===== config.mk =====
export PLATFORM = sky130hd
export DESIGN_NAME = aging_neighbor_table_unit
export DESIGN_NICKNAME = d
export VERILOG_FILES = /design/src/rtl/core/ant_pkg.sv /design/src/rtl/core/ant_mem.sv /design/src/rtl/core/ant_cfg.sv /design/src/rtl/core/aging_neighbor_table_unit.sv
export SDC_FILE = /design/constraint.sdc
export NUM_CORES = 2
export LEC_CHECK = 0
export BUFFER_PORTS_ARGS = -buffer_cell sky130_fd_sc_hd__buf_2
export CORE_ASPECT_RATIO = 0.75
export CORE_MARGIN = 2
export CORE_UTILIZATION = 40
export CTS_CLUSTER_DIAMETER = 150
export DETAILED_ROUTE_END_ITERATION = 10
export MAX_ROUTING_LAYER = met4
export PLACE_DENSITY = 0.51
export SETUP_SLACK_MARGIN = 0.5
export SLEW_MARGIN = 20
export SYNTH_ARGS = -nofsm -noshare
export SYNTH_HDL_FRONTEND = slang
export SYNTH_SLANG_ARGS = --single-unit
export TNS_END_PERCENT = 5

===== constraint.sdc =====
create_clock -name clk -period 9.3 [get_ports clk]
set_clock_uncertainty 0.15 [all_clocks]
set_input_delay 1.395 -clock clk [delete_from_list [all_inputs] [get_ports clk]]
set_output_delay 1.395 -clock clk [all_outputs]
set_load 0.01 [all_outputs]

===== src/rtl/core/ant_pkg.sv =====
// ant_pkg: shared types and constants of the aging neighbor table
// depends on nothing; used by every module of the block
`timescale 1ns / 1ps

package ant_pkg;

  localparam int ID_W        = 8;
  localparam int STAMP_W     = 32;
  localparam int BYTE_W      = 8;
  localparam int DIST_W      = 8;
  localparam int COUNT_OUT_W = 4;
  localparam int CFG_IDX_W   = 4;
  localparam int CFG_DATA_W  = 32;

  // register indexes on the configuration port
  localparam logic [CFG_IDX_W-1:0] REG_AGE_LIMIT = 4'd0;
  localparam logic [CFG_IDX_W-1:0] REG_DIST_CEIL = 4'd1;

  localparam logic [STAMP_W-1:0] AGE_LIMIT_RST = 32'd64;
  localparam logic [DIST_W-1:0]  DIST_CEIL_RST = 8'd90;

  // operation codes of an input item
  localparam logic OP_MESSAGE = 1'b0;
  localparam logic OP_PURGE   = 1'b1;

  typedef struct packed {
    logic [ID_W-1:0]    id;
    logic [STAMP_W-1:0] stamp;
    logic [BYTE_W-1:0]  first;
    logic [BYTE_W-1:0]  second;
    logic [DIST_W-1:0]  distance;
  } ant_entry_t;

  typedef struct packed {
    logic [STAMP_W-1:0] age_limit;
    logic [DIST_W-1:0]  dist_ceil;
  } ant_cfg_t;

endpackage


===== src/rtl/core/ant_mem.sv =====
// ant_mem: neighbor entry storage, one write port and two registered read ports
// depends on ant_pkg for the entry type
`timescale 1ns / 1ps

module ant_mem #(
  parameter int DEPTH = 16,
  parameter int AW    = 4
) (
  input  logic                clk,
  input  logic                wr_en,
  input  logic [AW-1:0]       wr_addr,
  input  ant_pkg::ant_entry_t wr_data,
  input  logic [AW-1:0]       rd_a_addr,
  output ant_pkg::ant_entry_t rd_a_data,
  input  logic [AW-1:0]       rd_b_addr,
  output ant_pkg::ant_entry_t rd_b_data
);
  import ant_pkg::*;

  ant_entry_t mem [DEPTH];

  always_ff @(posedge clk) begin
    if (wr_en) begin
      mem[wr_addr] <= wr_data;
    end
  end

  // read data registered
  always_ff @(posedge clk) begin
    rd_a_data <= mem[rd_a_addr];
    rd_b_data <= mem[rd_b_addr];
  end

endmodule


===== src/rtl/core/ant_cfg.sv =====
// ant_cfg: configuration registers, age limit and distance ceiling
// depends on ant_pkg for register indexes, reset values and the cfg struct
`timescale 1ns / 1ps

module ant_cfg (
  input  logic                              clk,
  input  logic                              rst_n,
  input  logic                              cfg_valid,
  output logic                              cfg_ready,
  input  logic [ant_pkg::CFG_IDX_W-1:0]     cfg_index,
  input  logic [ant_pkg::CFG_DATA_W-1:0]    cfg_data,
  output ant_pkg::ant_cfg_t                 cfg_o
);
  import ant_pkg::*;

  ant_cfg_t cfg_r;

  assign cfg_ready = 1'b1;
  assign cfg_o     = cfg_r;

  // unknown indexes are dropped
  always_ff @(posedge clk) begin
    if (!rst_n) begin
      cfg_r.age_limit <= AGE_LIMIT_RST;
      cfg_r.dist_ceil <= DIST_CEIL_RST;
    end else if (cfg_valid) begin
      case (cfg_index)
        REG_AGE_LIMIT: cfg_r.age_limit <= cfg_data[STAMP_W-1:0];
        REG_DIST_CEIL: cfg_r.dist_ceil <= cfg_data[DIST_W-1:0];
        default: ;
      endcase
    end
  end

endmodule


===== src/rtl/core/aging_neighbor_table_unit.sv =====
// aging neighbor table: a message scans every held entry on read port a, one
// entry a cycle, then writes its entry back over a match or appends it while room
// remains (an empty table goes straight to the write-back); a purge walks entries
// from the last down, a read state and an age check state per entry, then scans
// the entries left; one item at a time, a new one only once the result is registered
// synchronous active-low reset clears control, count and configuration;
// the entry memory is not cleared and only entries below the count are read
`timescale 1ns / 1ps

module aging_neighbor_table_unit #(
  parameter int CAPACITY = 16
) (
  input  logic                               clk,
  input  logic                               rst_n,
  // input item channel
  input  logic                               in_valid,
  output logic                               in_ready,
  input  logic                               in_operation,
  input  logic [ant_pkg::ID_W-1:0]           in_sender_id,
  input  logic [ant_pkg::BYTE_W-1:0]         in_payload_first,
  input  logic [ant_pkg::BYTE_W-1:0]         in_payload_second,
  input  logic [ant_pkg::DIST_W-1:0]         in_distance_mm,
  input  logic [ant_pkg::STAMP_W-1:0]        in_now_ticks,
  // result channel
  output logic                               out_valid,
  input  logic                               out_ready,
  output logic [ant_pkg::COUNT_OUT_W-1:0]    out_entry_count,
  output logic [ant_pkg::DIST_W-1:0]         out_nearest_distance,
  // configuration write channel
  input  logic                               cfg_valid,
  output logic                               cfg_ready,
  input  logic [ant_pkg::CFG_IDX_W-1:0]      cfg_index,
  input  logic [ant_pkg::CFG_DATA_W-1:0]     cfg_data
);
  import ant_pkg::*;

  // address and count share one width: the count never passes CAPACITY-1
  localparam int AW = (CAPACITY > 2) ? $clog2(CAPACITY) : 1;
  localparam logic [AW-1:0] FULL_COUNT = AW'(CAPACITY - 1);

  // sequencer states
  localparam logic [2:0] S_IDLE = 3'd0; // waiting for an input transfer
  localparam logic [2:0] S_SCAN = 3'd1; // issuing reads 0..count-1
  localparam logic [2:0] S_TAIL = 3'd2; // last read data being evaluated
  localparam logic [2:0] S_MWR  = 3'd3; // message write-back
  localparam logic [2:0] S_PRD  = 3'd4; // purge read of entry k and last entry
  localparam logic [2:0] S_PEV  = 3'd5; // purge age check and move of last entry
  localparam logic [2:0] S_DONE = 3'd6; // result ready for the output register

  ant_cfg_t cfg;

  logic [2:0]         state_r,    state_nxt;
  logic [AW-1:0]      count_r,    count_nxt;
  logic [AW-1:0]      idx_r,      idx_nxt;      // scan index, or k while purging
  logic [AW-1:0]      eval_idx_r, eval_idx_nxt; // address of the data now on port a
  logic               pend_r,     pend_nxt;     // port a data is a scan read
  logic               found_r,    found_nxt;
  logic [AW-1:0]      slot_r,     slot_nxt;
  logic [DIST_W-1:0]  min_r,      min_nxt;
  logic               msg_r,      msg_nxt;
  ant_entry_t         item_r,     item_nxt;     // message fields, stamp = now
  logic               out_valid_r,   out_valid_nxt;
  logic [AW-1:0]      out_count_r,   out_count_nxt;
  logic [DIST_W-1:0]  out_near_r,    out_near_nxt;

  logic               wr_en;
  logic [AW-1:0]      wr_addr;
  ant_entry_t         wr_data;
  logic [AW-1:0]      rd_a_addr;
  logic [AW-1:0]      rd_b_addr;
  ant_entry_t         rd_a_data;
  ant_entry_t         rd_b_data;

  logic [STAMP_W-1:0] age;
  logic               aged;
  logic [AW-1:0]      count_after;

  ant_cfg u_cfg (
    .clk       (clk),
    .rst_n     (rst_n),
    .cfg_valid (cfg_valid),
    .cfg_ready (cfg_ready),
    .cfg_index (cfg_index),
    .cfg_data  (cfg_data),
    .cfg_o     (cfg)
  );

  ant_mem #(
    .DEPTH (CAPACITY),
    .AW    (AW)
  ) u_mem (
    .clk       (clk),
    .wr_en     (wr_en),
    .wr_addr   (wr_addr),
    .wr_data   (wr_data),
    .rd_a_addr (rd_a_addr),
    .rd_a_data (rd_a_data),
    .rd_b_addr (rd_b_addr),
    .rd_b_data (rd_b_data)
  );

  // only one item in flight; a finished result may still sit in the output register
  assign in_ready             = (state_r == S_IDLE);
  assign out_valid            = out_valid_r;
  assign out_entry_count      = COUNT_OUT_W'(out_count_r);
  assign out_nearest_distance = out_near_r;

  // port a walks the scan or points at entry k, port b always at the last entry
  assign rd_a_addr = idx_r;
  assign rd_b_addr = count_r - AW'(1);

  // wrap-around age of entry k against the purge time
  assign age         = item_r.stamp - rd_a_data.stamp;
  assign aged        = (age > cfg.age_limit);
  assign count_after = aged ? (count_r - AW'(1)) : count_r;

  always_comb begin
    state_nxt     = state_r;
    count_nxt     = count_r;
    idx_nxt       = idx_r;
    eval_idx_nxt  = eval_idx_r;
    pend_nxt      = 1'b0;
    found_nxt     = found_r;
    slot_nxt      = slot_r;
    min_nxt       = min_r;
    msg_nxt       = msg_r;
    item_nxt      = item_r;
    out_valid_nxt = out_valid_r;
    out_count_nxt = out_count_r;
    out_near_nxt  = out_near_r;
    wr_en         = 1'b0;
    wr_addr       = idx_r;
    wr_data       = rd_b_data;

    // result taken downstream
    if (out_valid_r && out_ready) begin
      out_valid_nxt = 1'b0;
    end

    // evaluate the scan read issued last cycle: ids are unique in the table,
    // so a message's min runs over every other entry and adds its own distance later when stored
    if (pend_r) begin
      if (msg_r && (rd_a_data.id == item_r.id)) begin
        found_nxt = 1'b1;
        slot_nxt  = eval_idx_r;
      end else if (rd_a_data.distance < min_r) begin
        min_nxt = rd_a_data.distance;
      end
    end

    case (state_r)
      S_IDLE: begin
        if (in_valid) begin
          msg_nxt           = (in_operation == OP_MESSAGE);
          item_nxt.id       = in_sender_id;
          item_nxt.stamp    = in_now_ticks;
          item_nxt.first    = in_payload_first;
          item_nxt.second   = in_payload_second;
          item_nxt.distance = in_distance_mm;
          found_nxt         = 1'b0;
          min_nxt           = cfg.dist_ceil;
          if (in_operation == OP_MESSAGE) begin
            idx_nxt   = '0;
            state_nxt = (count_r == '0) ? S_MWR : S_SCAN;
          end else begin
            idx_nxt   = count_r - AW'(1);
            state_nxt = (count_r == '0) ? S_DONE : S_PRD;
          end
        end
      end
      S_SCAN: begin
        pend_nxt     = 1'b1;
        eval_idx_nxt = idx_r;
        if (idx_r == count_r - AW'(1)) begin
          state_nxt = S_TAIL;
        end else begin
          idx_nxt = idx_r + AW'(1);
        end
      end
      S_TAIL: begin
        state_nxt = msg_r ? S_MWR : S_DONE;
      end
      S_MWR: begin
        wr_data = item_r;
        if (found_r) begin
          wr_en   = 1'b1;
          wr_addr = slot_r;
        end else if (count_r != FULL_COUNT) begin
          // append a new sender
          wr_en     = 1'b1;
          wr_addr   = count_r;
          count_nxt = count_r + AW'(1);
        end
        if ((found_r || (count_r != FULL_COUNT)) && (item_r.distance < min_r)) begin
          min_nxt = item_r.distance;
        end
        state_nxt = S_DONE;
      end
      S_PRD: begin
        state_nxt = S_PEV;
      end
      S_PEV: begin
        // aged entry k is replaced by the current last entry
        if (aged) begin
          wr_en   = 1'b1;
          wr_addr = idx_r;
          wr_data = rd_b_data;
        end
        count_nxt = count_after;
        if (idx_r == '0) begin
          idx_nxt   = '0;
          state_nxt = (count_after == '0) ? S_DONE : S_SCAN;
        end else begin
          idx_nxt   = idx_r - AW'(1);
          state_nxt = S_PRD;
        end
      end
      S_DONE: begin
        if (!out_valid_r || out_ready) begin
          out_valid_nxt = 1'b1;
          out_count_nxt = count_r;
          out_near_nxt  = min_r;
          state_nxt     = S_IDLE;
        end
      end
      default: begin
        state_nxt = S_IDLE;
      end
    endcase
  end

  // control state
  always_ff @(posedge clk) begin
    if (!rst_n) begin
      state_r     <= S_IDLE;
      count_r     <= '0;
      pend_r      <= 1'b0;
      out_valid_r <= 1'b0;
    end else begin
      state_r     <= state_nxt;
      count_r     <= count_nxt;
      pend_r      <= pend_nxt;
      out_valid_r <= out_valid_nxt;
    end
  end

  // working and payload registers
  always_ff @(posedge clk) begin
    idx_r       <= idx_nxt;
    eval_idx_r  <= eval_idx_nxt;
    found_r     <= found_nxt;
    slot_r      <= slot_nxt;
    min_r       <= min_nxt;
    msg_r       <= msg_nxt;
    item_r      <= item_nxt;
    out_count_r <= out_count_nxt;
    out_near_r  <= out_near_nxt;
  end

endmodule


==> run_results.csv <==
group,metric,value,unit
status,status,"finished clean",
worst_setup_path,crit_fanout,26,
floorplan,dieArea,0.1148,sq mm
final_layout,fin_util,45.43,%
logic_synthesis,synth_area_per_cell,18.17,sq um
cts,hold_buffers,0,
global_routing,globalRouteMet3Util,5.615,%
global_routing,use_met1,30.37,%
final_layout,seqCellArea,0.02834,sq mm
worst_setup_path,path_delay_family,"compound AO/OA/AOI/OAI gates",
worst_setup_path,worst-path-buf-inv,4,
logic_synthesis,synth_seq_area_share,63.21,%
drt,drc_errors,0,
power,p_leak,16.36,nW
worst_setup_path,max_stage_delay,0.86,ns
timing,fin_crit,7.721,ns
placement,numPortBuffers,103,
cts,clock_path_buffers,3,
power,p_per_area,332.1,mW/mm^2
placement,dp_slack,1.704,ns
timing,fmax,129.5,MHz
min_path,hp-class,"flip-flop to flip-flop",
cts,clk-insertion-delay-late,0.69,ns
floorplan,die_w,390.6,um
logic_synthesis,ys_async_sr_fraction,0,%
global_routing,grt_pass1_vias,25680,
cts,cts_root_buf,"clkbuf_16",
timing,hold_viol,0,
cts,cts.clk_slew.worst_paths,0.06,ns
worst_setup_path,critPathSlowestCell,"o21ai_0",
worst_setup_path,cp_cell_sequence,"inv_1 > ha_1 > inv_1 > fa_1 > a21oi_1 > nand4b_1 > a21oi_1 > o21ai_0 > a21oi_1 > o211ai_1 > nand3b_1 > xor2_1 > ha_1 > nand4_1 > nor3_1 > a221oi_1 > o21ai_0 > o21ai_2 > o21a_1 > nor3_2 > buf_4 > buf_4",
global_routing,top_usage_layer,"met2",
cts,cts_buffers,102,
worst_setup_path,cpMostUsedCell,"a21oi_1",
global_routing,use_met2,33.70,%
final_layout,final_cell_mix,"edfxtp_1 (841), mux4_2 (480), nand2_1 (255)",
timing,setup_violations,0,
worst_setup_path,critPathArrivalTime,7.92,ns
timing,maxSlewHeadroom,24.76,%
cts,tritoncts,"built",
logic_synthesis,syn-cell-area,0.04483,sq mm
drt,routedWlPerCell,29.90,um
cts,htreeDepth,3,
global_routing,grt_max_degree,145,
global_routing,grt_pass1_wl,178.9,mm
worst_setup_path,startpoint_type,"flip-flop",
logic_synthesis,synth_enable_flop_cells,841,
worst_setup_path,worstSetupPathType,"flip-flop to flip-flop",
floorplan,start_util,40.29,%
drt,via_count,24760,
final_layout,layout_commonest_cell,"edfxtp_1",
worst_setup_path,endpoint_kind,"flip-flop",
floorplan,ios,121,
floorplan,rows,106,
drt,drtIter0Drc,2705,
final_layout,nets,2767,
worst_setup_path,worstPathRequired,9.50,ns
logic_synthesis,ys_ff_latch,995,
global_routing,grtUsageTotal,22.32,%
drt,final_antenna_net_count,0,
cts,postCtsSetupBuffers,0,
timing,slew_violations,0,
timing,setup_ws,1.579,ns
logic_synthesis,postSynthCellCount,2467,
drt,viasPerCell,6.000,
drt,dr.pass1.iters,6,
global_routing,antenna_found_initial,8,
global_routing,overflow,0,
cts,cts.sinks,995,
power,irDropWorstVdd,0.2469,mV
final_layout,fillers,9352,
final_layout,multi_input_area,0.01575,sq mm
logic_synthesis,synth_ff_type,"edfxtp_1",
floorplan,die_h,293.9,um
drt,wirelength,123.4,mm
timing,finalSetupTns,0,ns
final_layout,layout-drive-gt1-share,30.96,%
placement,globalplace.congestion,0.8238,
timing,worstMarginPinSlew,1.129,ns
logic_synthesis,synth_fp_nets,2656,
timing,fin_crit_sh,83.02,%
flow_run,drv_cap,0,
floorplan,core,0.1113,sq mm
logic_synthesis,synth_cell_types,68,
placement,dpl.hpwl,67.42,mm
cts,cts_resized,0,
timing,rsz0062_at_grt,"false",
final_layout,area_growth,12.76,%
logic_synthesis,yosys_warnings,0,
## path summary, 6_finish.rpt
kind / start / to / slack [ns] / cells past startpoint
max: item_r[24]$_DFFE_PP_ / u_mem.mem[5][54]$_DFFE_PP_ / 1.58 / 22
min: eval_idx_r[1]$_DFFE_PP_ / slot_r[1]$_DFFE_PP_ / 0.27 / 0
max reg2reg: item_r[24]$_DFFE_PP_ / u_mem.mem[5][54]$_DFFE_PP_ / 1.58 / 22
min reg2reg: eval_idx_r[1]$_DFFE_PP_ / slot_r[1]$_DFFE_PP_ / 0.27 / 0
## state kept, by name, summed over array words and instances (netlist names), 3 cells and up
register and cells:
count_r 4, eval_idx_r 4, idx_r 4, item_r 48
min_r 8, out_entry_count 4, out_nearest_distance 8, slot_r 4
state_r 3, u_cfg.cfg_o 40, u_mem.mem 768, u_mem.rd_a_data 48
u_mem.rd_b_data 48
## routing by layer
layer / wire length (um) / share of wire (%) / up-vias
li1: - / - / 10340
met1: 53520 / 43 / 13240
met2: 57220 / 46 / 983
met3: 9610 / 7.8 / 192
met4: 3010 / 2.4 / 0
met5: 0 / 0 / -
## per-stage QoR
step | instance area [sq um] | cells | hold WS (ns) | power (mW)
floorplan | 44830 | 2467 | 0.2503 | 10.78
global placement | 47230 | 3932 | 0.2561 | 12.78
detailed placement | 47230 | 3932 | 0.2602 | 12.88
CTS | 50540 | 4123 | 0.2702 | 16.96
global route | 50550 | 4125 | 0.2871 | 17.67
finish | 50550 | 4126 | 0.2719 | 16.79
## cell families (layout without fill, tap and decap cells)
kind of cell             after synthesis  in the layout  synth area share (%)
buffers and inverters                224            422                 1.959
flip-flops                           995            995                 63.21
AO/OA/AOI/OAI                        205            205                 2.964
adder cells (fa/ha/maj)               83             83                 2.333
XOR/XNOR                              42             42                0.8372
multiplexers                         503            503                 24.63
AND/OR/NAND/NOR                      414            414                 4.061
other                                  1              4              0.008364
## cell type report
class	count	area share [%]
multi-input cells	1248	31.16
well taps	1458	3.608
diodes	3	0.01485
flip-flops and latches	995	56.06
clock inverters	38	0.6682
repair buffers	149	2.007
inverters	82	0.6088
clock buffers	153	5.871
## where the power goes
| group | internal (mW) | switching [mW] | leakage (nW) | total [mW] |
|---|---|---|---|---|
| combinational | 2.82 | 3.73 | 5.87 | 6.56 |
| clock | 2.34 | 1.72 | 1.63 | 4.06 |
| sequential | 5.93 | 0.246 | 8.87 | 6.17 |
| total | 11.1 | 5.70 | 16.4 | 16.8 |
## synth_stat cells, types with 9 or more instances
master | n | area share (%)
mux2i_1 | 21 | 0.47
edfxtp_1 | 841 | 56
ha_1 | 82 | 2.3
o21ai_0 | 24 | 0.27
nand2b_1 | 9 | 0.13
a21o_1 | 29 | 0.49
nor2b_1 | 14 | 0.20
xnor2_1 | 29 | 0.57
a21oi_1 | 78 | 0.87
dfxtp_1 | 154 | 6.9
xor2_1 | 12 | 0.23
nor3_1 | 26 | 0.29
buf_1 | 33 | 0.28
inv_1 | 82 | 0.69
nand3_1 | 15 | 0.17
nor2_1 | 48 | 0.40
mux4_2 | 480 | 24
nand2_1 | 256 | 2.1
nand4_1 | 10 | 0.14
o21a_1 | 10 | 0.17
clkbuf_1 | 81 | 0.68
buf_2 | 27 | 0.30
Note: power is estimated with default switching activity, not from simulation.
